`src/rtl/pfe_pkg.sv`:
```
// shared types and codes for the pipe fifo with end counts
`default_nettype none

package pfe_pkg;

    localparam logic [2:0] FUNC_OPEN  = 3'd0;
    localparam logic [2:0] FUNC_CLOSE = 3'd1;
    localparam logic [2:0] FUNC_READ  = 3'd2;
    localparam logic [2:0] FUNC_WRITE = 3'd3;
    localparam logic [2:0] FUNC_POLL  = 3'd4;

    localparam logic [2:0] ST_OK       = 3'd0;
    localparam logic [2:0] ST_AGAIN    = 3'd1;
    localparam logic [2:0] ST_EOF      = 3'd2;
    localparam logic [2:0] ST_PIPE     = 3'd3;
    localparam logic [2:0] ST_RELEASED = 3'd4;

    localparam logic [3:0] POLL_IN  = 4'b0001;
    localparam logic [3:0] POLL_OUT = 4'b0010;
    localparam logic [3:0] POLL_HUP = 4'b0100;
    localparam logic [3:0] POLL_ERR = 4'b1000;

    localparam int unsigned IN_DATA_W  = 16;
    localparam int unsigned OUT_DATA_W = 32;

    typedef struct packed {
        logic rd_en;
        logic wr_en;
    } t_ring_ctl;

    typedef struct packed {
        logic [12:0] bytes_used;
        logic [3:0]  poll_flags;
        logic [7:0]  read_data;
        logic [2:0]  status;
    } t_result;

endpackage

`default_nettype wire

```
`src/rtl/pfe_ctrl.sv`:
```
// pointer, end count and release state with per-operation update
`default_nettype none

module pfe_ctrl #(
    parameter int unsigned FIFO_DEPTH = 4096,
    parameter int unsigned COUNT_BITS = 8,
    parameter int unsigned AW         = 12,
    parameter int unsigned PW         = 13
) (
    input  wire logic               i_clk,
    input  wire logic               i_rst_n,
    input  wire logic               i_start,
    input  wire logic               i_exec,
    input  wire logic [2:0]         i_func,
    input  wire logic               i_which_end,
    input  wire logic [7:0]         i_write_data,
    input  wire logic [3:0]         i_poll_mask,
    input  wire logic [7:0]         i_ring_rd_data,
    output pfe_pkg::t_ring_ctl      o_ring_ctl,
    output logic [AW-1:0]           o_ring_wr_addr,
    output logic [7:0]              o_ring_wr_data,
    output logic [AW-1:0]           o_ring_rd_addr,
    output pfe_pkg::t_result        o_result
);

    localparam logic [PW:0]         SPAN    = (PW+1)'(2 * FIFO_DEPTH);
    localparam logic [PW-1:0]       PTR_TOP = PW'(2 * FIFO_DEPTH - 1);
    localparam logic [PW-1:0]       DEPTH_P = PW'(FIFO_DEPTH);
    localparam logic [COUNT_BITS-1:0] CNT_MAX = '1;

    logic [2:0]            r_func;
    logic                  r_wend;
    logic [7:0]            r_wdata;
    logic [3:0]            r_mask;

    logic [PW-1:0]         r_wp, n_wp;
    logic [PW-1:0]         r_rp, n_rp;
    logic [COUNT_BITS-1:0] r_rc, n_rc;
    logic [COUNT_BITS-1:0] r_wc, n_wc;
    logic                  r_rel, n_rel;

    logic [PW:0]           diff;
    logic [PW-1:0]         held;
    logic [PW-1:0]         held_after;
    logic [PW+12:0]        held_ext;
    logic                  empty;
    logic                  full;
    logic                  do_push;
    logic                  do_pop;
    logic [3:0]            pflags;
    pfe_pkg::t_result      res;

    function automatic logic [AW-1:0] slot(input logic [PW-1:0] p);
        logic [PW-1:0] s;
        s = (p >= DEPTH_P) ? (p - DEPTH_P) : p;
        return s[AW-1:0];
    endfunction

    function automatic logic [PW-1:0] advance(input logic [PW-1:0] p);
        return (p == PTR_TOP) ? '0 : (p + PW'(1));
    endfunction

    always_ff @(posedge i_clk) begin
        if (i_start) begin
            r_func  <= i_func;
            r_wend  <= i_which_end;
            r_wdata <= i_write_data;
            r_mask  <= i_poll_mask;
        end
    end

    assign diff  = (r_wp >= r_rp) ? ({1'b0, r_wp} - {1'b0, r_rp})
                                  : ({1'b0, r_wp} + SPAN - {1'b0, r_rp});
    assign held  = diff[PW-1:0];
    assign empty = (held == '0);
    assign full  = (held >= DEPTH_P);

    always_comb begin
        n_wp    = r_wp;
        n_rp    = r_rp;
        n_rc    = r_rc;
        n_wc    = r_wc;
        n_rel   = r_rel;
        do_push = 1'b0;
        do_pop  = 1'b0;
        pflags  = '0;
        res.status     = pfe_pkg::ST_OK;
        res.read_data  = '0;
        res.poll_flags = '0;
        if (r_rel) begin
            res.status = pfe_pkg::ST_RELEASED;
            if (r_func == pfe_pkg::FUNC_POLL) begin
                res.poll_flags = pfe_pkg::POLL_ERR;
            end
        end else begin
            case (r_func)
                pfe_pkg::FUNC_OPEN: begin
                    if (r_wend) begin
                        if (r_wc != CNT_MAX) n_wc = r_wc + COUNT_BITS'(1);
                    end else begin
                        if (r_rc != CNT_MAX) n_rc = r_rc + COUNT_BITS'(1);
                    end
                end
                pfe_pkg::FUNC_CLOSE: begin
                    if (r_wend) begin
                        if (r_wc != '0) n_wc = r_wc - COUNT_BITS'(1);
                    end else begin
                        if (r_rc != '0) n_rc = r_rc - COUNT_BITS'(1);
                    end
                    if ((n_rc == '0) && (n_wc == '0)) n_rel = 1'b1;
                end
                pfe_pkg::FUNC_READ: begin
                    if (!empty) begin
                        do_pop        = 1'b1;
                        res.read_data = i_ring_rd_data;
                        n_rp          = advance(r_rp);
                    end else begin
                        res.status = (r_wc == '0) ? pfe_pkg::ST_EOF : pfe_pkg::ST_AGAIN;
                    end
                end
                pfe_pkg::FUNC_WRITE: begin
                    if (r_rc == '0) begin
                        res.status = pfe_pkg::ST_PIPE;
                    end else if (full) begin
                        res.status = pfe_pkg::ST_AGAIN;
                    end else begin
                        do_push = 1'b1;
                        n_wp    = advance(r_wp);
                    end
                end
                pfe_pkg::FUNC_POLL: begin
                    if (!r_wend) begin
                        if (!empty || (r_wc == '0)) pflags = pflags | pfe_pkg::POLL_IN;
                        if (r_wc == '0)             pflags = pflags | pfe_pkg::POLL_HUP;
                    end else begin
                        if (!full || (r_rc == '0))  pflags = pflags | pfe_pkg::POLL_OUT;
                        if (r_rc == '0)             pflags = pflags | pfe_pkg::POLL_ERR;
                    end
                    res.poll_flags = pflags & r_mask;
                end
                default: begin
                end
            endcase
        end
        held_after = held + PW'(do_push) - PW'(do_pop);
        held_ext   = {13'b0, held_after};
        res.bytes_used = held_ext[12:0];
    end

    always_ff @(posedge i_clk) begin
        if (!i_rst_n) begin
            r_wp  <= '0;
            r_rp  <= '0;
            r_rc  <= COUNT_BITS'(1);
            r_wc  <= COUNT_BITS'(1);
            r_rel <= 1'b0;
        end else if (i_exec) begin
            r_wp  <= n_wp;
            r_rp  <= n_rp;
            r_rc  <= n_rc;
            r_wc  <= n_wc;
            r_rel <= n_rel;
        end
    end

    assign o_ring_ctl.rd_en = i_start;
    assign o_ring_ctl.wr_en = i_exec && do_push;
    assign o_ring_rd_addr   = slot(r_rp);
    assign o_ring_wr_addr   = slot(r_wp);
    assign o_ring_wr_data   = r_wdata;
    assign o_result         = res;

endmodule

`default_nettype wire

```
`config.mk`:
```
export PLATFORM = sky130hd
export DESIGN_NAME = pfe_ctrl
export DESIGN_NICKNAME = d
export VERILOG_FILES = /design/src/rtl/pfe_pkg.sv /design/src/rtl/pfe_ctrl.sv
export SDC_FILE = /design/constraint.sdc
export NUM_CORES = 1
export LEC_CHECK = 0
export ABC_AREA = 1
export BUFFER_PORTS_ARGS = -buffer_cell sky130_fd_sc_hd__buf_2
export CAP_MARGIN = 30
export CORE_MARGIN = 2
export CORE_UTILIZATION = 30
export DETAILED_ROUTE_END_ITERATION = 12
export PLACE_DENSITY = 0.49
export SKIP_LAST_GASP = 1
export SYNTH_ARGS = -nofsm -noshare
export SYNTH_HDL_FRONTEND = slang
export SYNTH_SLANG_ARGS = --single-unit
```
`constraint.sdc`:
```
create_clock -name i_clk -period 5.3 [get_ports i_clk]
set_input_delay 0.795 -clock i_clk [delete_from_list [all_inputs] [get_ports i_clk]]
set_output_delay 0.795 -clock i_clk [all_outputs]
set_load 0.05 [all_outputs]
```
## After elaboration in Yosys (flattened, before gate mapping)

Index checks and enable logic that the tools add are counted.

- Add/subtract/negate cells: 13
- Multiply operators: 0
- Div/mod/pow operators: 0
- $lt $le $gt $ge: 4
- Equal/unequal tests: 12
- Shift-type cells: 0
- Muxes and demuxes: 48
- Bitwise logic cells: 5
- Reduce and logical (&&, ||, !) cells: 19

Operators by type and width:

| cell | number |
|---|---|
| $mux 8 | 15 |
| $add 13x1->13 const B | 3 |
| $ge 13x13->1 const B | 3 |
| $mux 13 | 3 |
| $logic_not 8->1 | 4 |
| $pmux 8 s2 | 2 |
| $mux 4 | 7 |
| $eq 13x13->1 const B | 2 |
| $sub 13x13->13 | 2 |
| $mux 12 | 2 |
| $sub 12x1->12 const B | 2 |
| $add 8x1->8 const B | 2 |
| $ne 8x8->1 const B | 2 |
| $reduce_bool 8->1 | 2 |
| $sub 8x1->8 const B | 2 |
| $reduce_and 5->1 | 3 |
| $add 13x1->13 | 1 |
| $ge 13x13->1 | 1 |
| $logic_not 13->1 | 1 |
| $sub 13x1->13 | 1 |
| $mux 1 | 12 |
| $mux 3 | 3 |
| $ne 2x2->1 const B | 4 |
| $eq 3x2->1 const B | 2 |
| 12 further kinds | 20 |

- Register bits: 59
- Bits in latches: 0
- Memory bits (writable): 0
- Memory bits (read-only): 0
- Output and inout port bits: 62
- Memories: 0

## Longest topological paths before layout

Gate-level depths: netlist of run 1.

- Depth in word-level cells: 14
- Gate-level depth with buffers: 32
- Depth with buffers taken out: 31

## Worst setup path after synthesis of run 1

No wires, ideal clock.

- Kind: flip-flop to output port
- From: register r_rp[2]
- To: output port o_result[23] (netlist name)
- Data arrival time: 4.957 ns
- Path slack: -0.452 ns
- Stages on the path, launching flop included: 27
- Cells stage by stage: dfxtp_1 -> inv_1 -> ha_1 -> a21oi_1 -> nand2_1 -> a21boi_0 -> o21ai_0 -> a31oi_1 -> xor2_1 -> ha_1 -> nand3_1 -> nor2_1 -> nand2_4 -> buf_6 -> nand2_2 -> inv_1 -> ha_1 -> inv_1 -> ha_1 -> inv_1 -> fa_1 -> o21ai_1 -> nand2_1 -> nand2_1 -> a21oi_1 -> o21ai_1 -> xor2_1

RTL lines:

| what | line | text |
|---|---|---|
| from (decl) | pfe_ctrl.sv:37 | `logic [PW-1:0] r_rp, n_rp;` |
| from (signal assigned) | pfe_ctrl.sv:159 | `r_rp <= n_rp;` |
| to (decl) | pfe_ctrl.sv:23 | `output pfe_pkg::t_result o_result` |

==> out/summary.md, run 1 <==
Cell with the most instances after synthesis: nand2_1. The H-tree was split into 3 levels. The worst setup path is launched from a register. The mapped netlist covers 0.00544 mm². The critical path data arrival time came out at 4320 ps. For this design the ratio of total power to cell area is 313 mW/mm². The root cell of the clock tree was clkbuf_16.

Number of remaining DRC errors: 0. The commonest cells after synthesis are nand2_1 (160), inv_1 (111), nor2_1 (76). The number of enable flip-flop cells after synthesis was 16; the setup clock skew after layout was 7.98 ps. The tools report the endpoint required time on the critical path as 4510 ps. After the first detailed-routing iteration, the DRC count stood at 235. The row count came out at 49. The main flop type after synthesis is dfxtp_1. The count of vias placed by the detailed router was 5443; the maximum fanout along the worst path was 2. The hold violation total from the final report was 0; the via count of the first global-routing pass was 5111.

The tools report the total clock buffers created by CTS as 9. The biggest area contributor in the post-synthesis netlist is dfxtp_1. The cell area reported after detailed placement is 0.00620 mm², and the share of total power in the clock network is 27.8%.

Signal routing reaches up to met4. The minimum clock period after layout was 5110 ps. Setup repair after global routing could not meet its margin everywhere. The logs give 1149 for the count of placed standard cells in the final layout, fillers left out and 0 for the number of max-slew violations in the final report. Total of flip-flops plus latches after synthesis: 59.

The leftover overflow at the end of global routing is 0, and the clock edge transition at the registers on the reported setup and hold paths is 60 ps. The logs give 799 for the gate count after technology mapping and 0.0179 mm² for the standard cell core area. The min-delay analysis places its worst path in the category reg2reg. Counting every sink on the clock net gives 59. Compared with the post-synthesis result, the final layout area differs by 27.3%. STA classifies the critical path endpoint as an output pin. The routability congestion estimate is 0.850, and the length of routed wiring on met1 is 7.64 mm. 90 I/O pins were placed.

The tools report the reported max-cap violation count as 0. Of the available clock period, the critical path in the final layout requires 96.5%. The setup path with the least slack is of type reg2out. Counting tap cells, the placed design contains a total of 1109 instances. The number of search-and-repair iterations in the first detailed-routing pass is 5. Counting along the longest clock path gives a buffer depth of 2. For this run, the register share of the synthesized area comes to 24.6%. The pin slew with the least headroom to its limit came out at 707 ps.

Counting stages on the worst path, the most repeated cell is inv_2. Internal power comes to 1.20 mW. Largest incremental delay on the critical path: 350 ps. Net switching is 44.7% of the power. Global routing consumed, over all layers together, 16.1% of the routing resources. The run gives 865 as the net count after synthesis. Measured along the x axis, the die boundary spans 139 µm.

The analysis attributes to cell leakage a power of 3.19 nW. In the final routed layout, each cell accounts on average for 13.8 µm. Counting distinct cell types in the post-synthesis netlist gives 43. Measured along the y axis, the die boundary spans 139 µm. After clock tree synthesis, the flow added hold-fix buffers numbering 0. The share of Yosys cell area claimed by the top area cell type was 15.8%; the pin count of the biggest net entering global routing was 32.

The run gives 0.968 mW as the power dissipated by switching net loads. In this run the tightest slew margin relative to its limit is 52.8%. The setup check on the worst reg-to-reg path leaves a slack of 2360 ps. Per report_power, the combinational group accounts for 49.3% of the total. The HPWL after detailed placement is 11.8 mm. The post-route antenna net violation count was 0. At the end of the flow, the number of nets in the layout was 981.

Port buffering added 89 buffers. Static timing analysis puts the maximum clock frequency at 196 MHz. The first global-routing pass estimated 25.3 mm of wire.

The proportion of synthesized flip-flops having asynchronous set or reset works out to 0%. The largest individual stage delay along the critical path comes from the cell fa_2. The wire length reported by the detailed router was 15.8 mm.

The initial antenna violation count came out at 0. TritonCTS built the clock tree. Of the cells placed in the final design, the portion with a size suffix greater than 1 is 28.8%.

Power comes to 2.17 mW. The flow ran to the end, and the final reports show no timing, DRC or antenna violations. After detailed routing, the number of vias per cell comes to 4.74. The worst-case IR drop observed on VDD is 399 µV. The number of inserted diodes was 0; the count of final setup violators was 0. The routed design uses 7.20 mm of met2 wire. For this configuration, the core starts out at a cell density of 30.4%. The number of warnings printed during yosys synthesis is 0. Ranked by total cell area, the synthesized netlist is headed by dfxtp_1 (16%), nand2_1 (11%), edfxtp_1 (8.8%), ha_1 (8.3%), inv_1 (7.7%). The synthesized area per cell came out at 6.81 µm².

The finished cells cover 0.00693 mm². The total length of routed met3 wires is 700 µm, and the sequential fraction of design power is 22.9%. The die covers 0.0192 mm².

Hold timing on the final database bottoms out at a slack of 527 ps. The tools report the insertion delay of the later-clocked pin in the worst-skew pair as 350 ps.
## power by group through the flow
stage	Combinational, mW	Sequential [mW]	Clock (mW)
floorplan	0.742	0.519	0
detailed placement	0.958	0.505	0
global route	1.15	0.499	0.632
global placement	0.959	0.505	0
finish	1.07	0.496	0.602
CTS	1.03	0.496	0.615
## area by class of cell
type,instances,area (µm²)
inverter,116,438
tap,229,287
clock buffer,9,225
fill,1944,11000
timing repair buffer,149,921
sequential,59,1350
multi-input combinational,580,3630
clock inverter,7,77.6
## layer usage
metal	vias up	track usage, %
li1	2836	-
met1	2477	21.3
met2	108	26.1
met3	22	3.56
met4	0	5.64
met5	-	0
## cells by family after synthesis
logic type | synth area share [%]
simple gates | 32.6
buf+inv | 13.6
compound gates | 12.3
flops | 24.6
xor+xnor | 7.89
fa+ha+maj | 9.01
## path summary, 6_finish.rpt
path | cells after the start | startpoint | end
hold / removal | 2 | r_wc[6] | r_wc[6]
hold reg to reg | 2 | r_wc[6] | r_wc[6]
setup reg to reg | 20 | r_wp[0] | r_rp[1]
setup / recovery | 30 | r_wp[0] | o_result[23]
## registers in the layout, summed over array words and instances (netlist names)
signal and flops:
o_ring_wr_data 8, r_func 3, r_mask 4, r_rc 8
r_rel 1, r_rp 13, r_wc 8, r_wend 1
r_wp 13
## placed cells by master, fill, tap and decap left out, types with 6 or more instances in the layout
cell	instances
a21oi_2	15
nor2_1	74
inv_1	103
o21ai_0	24
o21ai_1	6
xor2_1	39
nor3_1	14
nand2_1	157
nand2_2	16
ha_4	8
inv_2	12
buf_2	85
edfxtp_1	16
dfxtp_1	40
clkbuf_16	9
nand3_1	47
buf_4	60
a21oi_1	56
ha_1	23
nand4_1	39
## critical path: cells and delay by family (launching register included)
family	cells	cell delay (ps)
AO/OA/AOI/OAI	4	610
XOR/XNOR	2	300
adder cells (fa/ha/maj)	6	1330
buffers and inverters	8	640
flip-flops	1	320
AND/OR/NAND/NOR	10	780
## stage by stage
stage / setup WS, ps / TNS, ps / util (%)
3_3_place_gp: 74.9 / 0 / 34.6
3_5_place_dp: 26.2 / 0 / 34.6
4_1_cts: 3.90 / 0 / 37.3
6_report: 187 / 0 / 38.7
5_1_grt: -59.7 / -140 / 38.7
2_1_floorplan: 32.7 / 0 / -
## what timing repair did
| action | 4_1_cts | 5_1_grt |
|---|---|---|
| setup buffers | 15 | 9 |
| endpoints found under the setup margin | 4 | 7 |
| gates resized for setup | 25 | 35 |
| pin swaps | 21 | 19 |
Power figures use the tool's default switching activity.
==> run 2: changes to the inputs <==
--- a/config.mk
+++ b/config.mk
@@ -5,7 +5,6 @@
 export SDC_FILE = /design/constraint.sdc
 export NUM_CORES = 1
 export LEC_CHECK = 0
-export ABC_AREA = 1
 export BUFFER_PORTS_ARGS = -buffer_cell sky130_fd_sc_hd__buf_2
 export CAP_MARGIN = 30
 export CORE_MARGIN = 2
==> run 2 against run 1 <==
Net effect: the run now ends with negative setup slack left; sequential share of layout area increased by 0.89 points; power decreased by 12%; first-iteration DRC count increased by 15%; worst hold slack improved by 34 ps; global-route usage increased by 0.43 points; critical path type unchanged; critical endpoint is now o_result[27].
==> out/summary.md, run 2 <==
The flow ran to the end, but the final reports show violations. The final reports fail on negative setup slack. The tree is rooted in a clkbuf_16. The commonest cells after synthesis are nor2_1 (69), nand2_1 (47), dfxtp_1 (43).

Synthesized area per cell: 8.10 µm² (+19%). The terminus of the critical flop-to-flop path is r_rp[8]. TritonCTS built the clock tree. The critical path class was reg2out. The standard cell core area came out at 0.0160 mm² (-11%). The setup clock skew after layout is 7.20 ps (-0.784 ps). The tools report the leakage power as 2.85 nW (-11%). Sorting the synthesized cells by area gives the leading types as dfxtp_1 (17%), edfxtp_1 (9.7%), ha_1 (9.1%), xnor2_1 (5.9%), nor2_1 (5.2%). The worst setup path is launched from a register. The share of total power in the clock network was 31.2% (+3.4 points). The count of placed standard cells in the final layout, fillers left out was 969 (-16%); the placed cell count was 944 (-15%). The met3 routing resource usage after global routing came out at 3.31% (-0.25 points). The number of enable flip-flop cells after synthesis is 16 (unchanged). Yosys instantiated no cell more often than nor2_1. The tools report the worst hold slack after final layout as 561 ps (+33.7 ps). The tools report the launching element of the worst setup path as r_wp[0].

The finished layout cell area is 0.00662 mm² (-4.5%). The summed negative setup slack over all endpoints is -3030 ps (-3030 ps), and the y dimension of the die is 132 µm (-4.7%). The tools report the routing usage on met1 as 23.7% (+2.4 points). The worst path setup slack after routing was -878 ps (-1070 ps). The number of remaining DRC errors was 0 (unchanged). The row count came out at 46 (-6.1%).

The logs give 162 MHz (-17%) for the maximum frequency from static timing analysis and 0 (unchanged) for the initial antenna violation count. The switching share of power came out at 38.2% (-6.5 points). The internal reg-to-reg setup slack was 1480 ps (-880 ps); the I/O pin total was 90 (unchanged). The largest delay contributor family on the critical path was compound AO/OA/AOI/OAI gates. The total half-perimeter wirelength after legalization and detailed placement was 11.5 mm (-3.1%); the area of the die was 0.0175 mm² (-9.1%). The total of flip-flops plus latches after synthesis works out to 59 (unchanged). Leading area contributor after synthesis: dfxtp_1. For the final standard cell utilization of the core, the log shows 41.4% (+2.7 points).

The worst hold path terminates at r_wc[1]. In the synthesized netlist the dominant register cell turns out to be dfxtp_1. The pre-CTS setup slack is -689 ps (-715 ps). The relative slew slack came out at 40.3% (-13 points). Most frequent standard cell in the layout excluding fill and tap cells: buf_4. Path type of the worst min-delay path: reg2reg.

The proportion of synthesized flip-flops having asynchronous set or reset came out at 0% (unchanged). The sequential cell area in the final layout is 0.00134 mm² (about the same), and the peak supply drop is 174 µV (-56%). Cell area reported after detailed placement: 0.00609 mm² (-1.7%).

Leaving out fill and tap cells, the most frequent cells in the layout are buf_4 (91), buf_2 (78), nor2_1 (63). The insertion delay of the later-clocked pin in the worst-skew pair is 330 ps (-20 ps). The clock edge transition at the registers on the reported setup and hold paths came out at 60 ps (about the same). The wire length reported by the detailed router is 14.5 mm (-8.4%).

The total clock buffers created by CTS is 9 (unchanged). Setup repair after global routing could not meet its margin everywhere. The clock sink count is 59 (unchanged), and the hold violation total from the final report is 0 (unchanged). For the total global-route track usage, the log shows 16.6% (+0.43 points). The area of the mapped netlist was 0.00493 mm² (-9.4%). The starting density of the core was 30.8% (+0.43 points).

The net count after synthesis came out at 675 (-22%). The number of buffers inserted by port buffering was 89 (unchanged). The met2 track demand over resource is 25.3% (-0.82 points), and the minimum clock period after layout is 6180 ps (+1070 ps).

The sequential fraction of design power came out at 25.9% (+3.0 points). Detailed-route wire length per cell: 15.0 µm (+8.6%). The number of search-and-repair iterations in the first detailed-routing pass was 6 (+1). STA classifies the critical path endpoint as an output pin. The worst reg-to-reg path cell count was 19 (-5.0%).

The count of vias placed by the detailed router is 4756 (-13%), and the power dissipated by switching net loads is 0.726 mW (-25%). met2 is the most crowded layer. The cell count along the critical path was 28 (-6.7%). From synthesis to final layout, the design area changed by 34.1%. The global-route wire length before repair is 23.5 mm (-7.2%), and the pin slew with the least headroom to its limit is 896 ps (+189 ps). The portion of the post-synthesis area used by sequential elements was 27.2% (+2.5 points); the power consumption was 1.90 mW (-12%). The worst register-to-register path begins at r_wp[0].

The cell with the most instances on the worst path was inv_2. On the critical path, the stage with the largest delay is an instance of fa_2. The critical path buffer and inverter count was 5 (-3). In the final layout, the registers with the most flip-flops are r_rp: 13 flops, r_wp: 13 flops. The run gives 3 (unchanged) as the H-tree level count.

The pin count of the biggest net entering global routing was 25 (-22%); the initial DRC count was 271 (+15%). The share of Yosys cell area claimed by the top area cell type came out at 17.4% (+1.6 points). The hold path depth is 2 (unchanged), and the share of final-layout standard cells stronger than drive strength 1 is 34.3% (+5.5 points).

The logs give 1648 (-15%) for the fill cell total of the finished layout and 4510 ps (about the same) for the endpoint required time on the critical path. The post-detailed-route via-to-cell ratio was 4.91 (+3.6%). The run gives 0 (unchanged) as the leftover overflow at the end of global routing. The number of warnings printed during yosys synthesis was 0 (unchanged). The reported max-cap violation count was 0 (unchanged).

Largest incremental delay on the critical path: 340 ps (about the same). The maximum fanout along the worst path is 2 (unchanged), and the number of inserted diodes is 0 (unchanged). The tools report the via count of the first global-routing pass as 4588 (-10%).

The cts-stage hold buffer count is 0 (unchanged), and the count of nets after finishing is 814 (-17%). Number of max-slew violations in the final report: 0 (unchanged). The total power density per cell area is 287 mW/mm² (-8.2%), and the combinational fraction of design power is 42.9% (-6.4 points). Post-route fraction of the period consumed by the critical path: 117% (+20 points).

Launch point of the worst hold path: r_wc[1]. The count of final setup violators was 8 (+8); the clock tree buffer depth was 2 (unchanged). The horizontal die dimension was 132 µm (-4.7%); the multi-input logic area was 0.00337 mm² (-7.3%). The tools report the critical path data arrival time as 5380 ps (+1060 ps).

The gate count after technology mapping was 609 (-24%); the internal power component was 1.17 mW (-2.1%). The routability congestion estimate was 0.862 (+1.4%). The run gives 0 (unchanged) as the post-route antenna net violation count. The count of unique library cells instantiated by Yosys is 68 (+58%).
-- run 2: cell count changes after synthesis, moves of 9 or more --
cell	before	now
xor2_1	43	11
a21oi_1	59	37
and2_1	0	11
a21oi_2	12	2
nand2_2	15	0
nand4_1	39	5
xnor2_1	6	33
inv_1	111	37
nand3_1	49	25
nor4_2	0	9
nand2_1	160	47
and3_1	0	9
-- run 2: power groups by stage --
stage          Combinational [mW]  Clock [mW]  Sequential, mW
6_report                    0.816       0.592           0.493
5_1_grt                     0.867       0.629           0.495
4_1_cts                     0.807       0.607           0.492
3_5_place_dp                0.707           0           0.502
3_3_place_gp                0.703           0           0.501
2_1_floorplan               0.535           0           0.512
-- run 2: cell type report --
type | count | share of cell area (%)
multi-input cells | 461 | 50.9
flip-flops and latches | 59 | 20.3
repair buffers | 179 | 17.9
well taps | 216 | 4.08
clock buffers | 10 | 3.61
inverters | 38 | 2.16
clock inverters | 6 | 0.983
-- run 2: worst min-delay path, stage by stage, from the launching register on --
cell	delay, ps
dfxtp_1	360
nand2_1	80
a31oi_1	70
-- run 2: logic make-up after synthesis --
logic type	after synthesis	synth area share, %
xor+xnor	45	8.27
simple gates	242	27.0
mux	7	1.42
compound gates	129	16.7
flops	59	27.2
fa+ha+maj	38	9.94
buf+inv	89	9.56
-- run 2: metal layers --
metal | part of all wire, % | vias to the layer above
met2 | 44 | 127
met3 | 5.2 | 14
met4 | 0.98 | 0
li1 | - | 2419
met1 | 50 | 2196
met5 | 0 | -
-- run 2: worst max path at each step --
stage                        end  slack, ps
floorplan           o_result[27]       -540
global placement    o_result[27]       -570
detailed placement  o_result[27]       -690
CTS                 o_result[27]       -990
global route        o_result[27]      -1160
finish              o_result[27]       -880
-- run 2: repair_timing --
action,in CTS,in global routing
buffers inserted,7,5
pin swaps,14,14
setup endpoints to repair,9,12
resized for setup,29,12
==> run 3: changes to the inputs <==
--- a/config.mk
+++ b/config.mk
@@ -10,6 +10,7 @@
 export CORE_MARGIN = 2
 export CORE_UTILIZATION = 30
 export DETAILED_ROUTE_END_ITERATION = 12
+export MAX_ROUTING_LAYER = met4
 export PLACE_DENSITY = 0.49
 export SKIP_LAST_GASP = 1
 export SYNTH_ARGS = -nofsm -noshare
==> run 3 against run 2 <==
Net effect: the flow still finishes with violations (negative setup slack); largest power group unchanged; clock skew is essentially flat; setup slack better by 2.0 ps; global-route usage up 0.52 points; count of clock-buffer cells in the layout is the same.
==> out/summary.md, run 3 (synthesis gave the netlist of run 2 again) <==
The standard cell core area is 0.0160 mm² (unchanged). For the count of vias placed by the detailed router, the log shows 4774 (+0.38%). The peak supply drop was 174 µV (about the same); the H-tree level count was 3 (unchanged). For the fill cell total of the finished layout, the log shows 1648 (unchanged).

The I/O pin total was 90 (unchanged); the horizontal die dimension was 132 µm (unchanged). The largest incremental delay on the critical path works out to 340 ps (about the same). The starting density of the core came out at 30.8% (unchanged). The tools report the sequential cell area in the final layout as 0.00134 mm² (unchanged). The clock tree buffer depth is 2 (unchanged). The initial DRC count is 278 (+2.6%).

The clock edge transition at the registers on the reported setup and hold paths is 50 ps (about the same). The maximum fanout along the worst path is 2 (unchanged). The worst setup path is captured at an output pin. The maximum frequency from static timing analysis is 162 MHz (about the same). The row count came out at 46 (unchanged).

The pin count of the biggest net entering global routing is 25 (unchanged), and the cts-stage hold buffer count is 0 (unchanged). The power consumption is 1.90 mW (about the same), and the post-route fraction of the period consumed by the critical path is 117% (about the same). Setup repair after global routing could not meet its margin everywhere. For the total clock buffers created by CTS, the log shows 9 (unchanged).

For this design, the slowest cell found on the critical path is fa_2. The global-route wire length before repair is 23.5 mm (unchanged), and the total power density per cell area is 287 mW/mm² (about the same). The setup clock skew after layout is 6.98 ps (-0.212 ps). Signed area change from the synthesized netlist to the final layout: 34.1% (unchanged). The critical path class was reg2out. The tools report the count of nets after finishing as 814 (unchanged). The minimum clock period after layout came out at 6180 ps (-1.97 ps). The count of final setup violators is 8 (unchanged). Leaving out fill and tap cells, the most frequent cell in the layout is buf_4.

The run gives 39.2% (-1.1 points) as the relative slew slack. The logs give 11.5 mm (unchanged) for the total half-perimeter wirelength after legalization and detailed placement and 0 (unchanged) for the reported max-cap violation count. The leftover overflow at the end of global routing is 0 (unchanged), and the critical path data arrival time is 5380 ps (about the same). The cell that appears most often on the critical path is inv_2. TritonCTS built the clock tree. The root cell of the clock tree was clkbuf_16. For the hold violation total from the final report, the log shows 0 (unchanged). Endpoint required time on the critical path: 4510 ps (about the same). The tools report the post-route antenna net violation count as 0 (unchanged). The largest registers in the layout are r_rp: 13 flops, r_wp: 13 flops. The insertion delay of the later-clocked pin in the worst-skew pair came out at 330 ps (about the same). The worst path setup slack after routing was -876 ps (+1.97 ps); the routability congestion estimate was 0.876 (+1.6%).

The tools report the number of inserted diodes as 0 (unchanged). The tools report the via count of the first global-routing pass as 4586 (-0.044%). The pin slew with the least headroom to its limit is 912 ps (+16.2 ps). The critical path buffer and inverter count came out at 5 (unchanged).

The initial antenna violation count is 0 (unchanged). Summed negative setup slack over all endpoints: -2990 ps (+44.5 ps). The tools report the kind of start point of the critical path as a register. The checks that failed: negative setup slack. Number of max-slew violations in the final report: 0 (unchanged).

The leakage power is 2.85 nW (unchanged), and the total global-route track usage is 17.1% (+0.52 points). The run gives 5 (-1) as the number of search-and-repair iterations in the first detailed-routing pass. The y dimension of the die is 132 µm (unchanged). The share of final-layout standard cells stronger than drive strength 1 came out at 34.3% (unchanged). The library cells used most frequently in the layout, excluding fill and tap cells, are buf_4 (91), buf_2 (78), nor2_1 (63). The post-detailed-route via-to-cell ratio was 4.93 (+0.38%). The detailed-route wire length per cell was 15.0 µm (+0.26%). Area of the die: 0.0175 mm² (unchanged). Path type of the worst min-delay path: reg2reg.

The kind of cell with the highest combined delay along the critical path is compound AO/OA/AOI/OAI gates. The number of buffers inserted by port buffering was 89 (unchanged). The run finished, with violations left. The clock sink count came out at 59 (unchanged). Multi-input logic area: 0.00337 mm² (unchanged).

The wire length reported by the detailed router was 14.6 mm (+0.26%). Number of remaining DRC errors: 0 (unchanged).
[run 3: cell counts in the layout (fill, tap and decap cells not counted)]
No cell type changed its count.
[run 3: routing by layer]
layer / wire [µm] / vias up / share of wire, % / global-route usage (%)
li1: - / 2418 / - / -
met5: 0 / - / 0 / -
met1: 7270 / 2205 / 50 / 24.0
met3: 721 / 13 / 5.0 / 2.96
met4: 123 / 0 / 0.85 / 4.66
met2: 6440 / 138 / 44 / 25.3
[run 3: power by group]
part | internal (mW) | switching [mW] | total (mW)
registers | 0.478 | 0.0153 | 0.493
clock network | 0.375 | 0.217 | 0.592
logic | 0.322 | 0.495 | 0.816
[run 3: through the flow]
stage	std cells	worst slack, ps	utilization, %	hold slack, ps	instance area (µm²)
after floorplan	609	-536	-	465	5100
after global placement	944	-569	38.1	528	6090
after detailed placement	944	-689	38.1	542	6090
after CTS	966	-992	40.9	550	6550
after global routing	969	-1160	41.4	586	6620
final	969	-876	41.4	559	6620
[run 3: worst paths after layout]
| check | from | end | slack (ps) | depth (start not counted) |
|---|---|---|---|---|
| min | r_wc[1] | r_wc[1] | 560 | 2 |
| max | r_wp[0] | o_result[27] | -880 | 28 |
| min reg2reg | r_wc[1] | r_wc[1] | 560 | 2 |
| max reg2reg | r_wp[0] | r_rp[8] | 1490 | 19 |
[run 3: cell type report]
type | count | share of cell area, %
clock buffers | 10 | 3.61
clock inverters | 6 | 0.983
inverters | 38 | 2.16
multi-input cells | 461 | 50.9
flip-flops and latches | 59 | 20.3
well taps | 216 | 4.08
repair buffers | 179 | 17.9
[run 3: what timing repair did]
item | CTS | global route
pin swaps | 14 | 14
buffers inserted | 7 | 5
setup endpoints to repair | 9 | 12
resized for setup | 29 | 12
[run 3: worst reg2reg max path: stages, from the launching register on]
cell,delay (ps)
dfxtp_2,320
inv_2,60
ha_4,120
inv_2,40
fa_2,340
a211oi_2,230
o211a_1,200
nor2_2,50
a21oi_1,130
o21ai_1,80
xnor2_1,150
ha_2,190
and4_1,200
and4_1,200
o31a_1,130
buf_4,140
buf_4,180
nor4_2,390
a21o_1,410
nor2_1,100
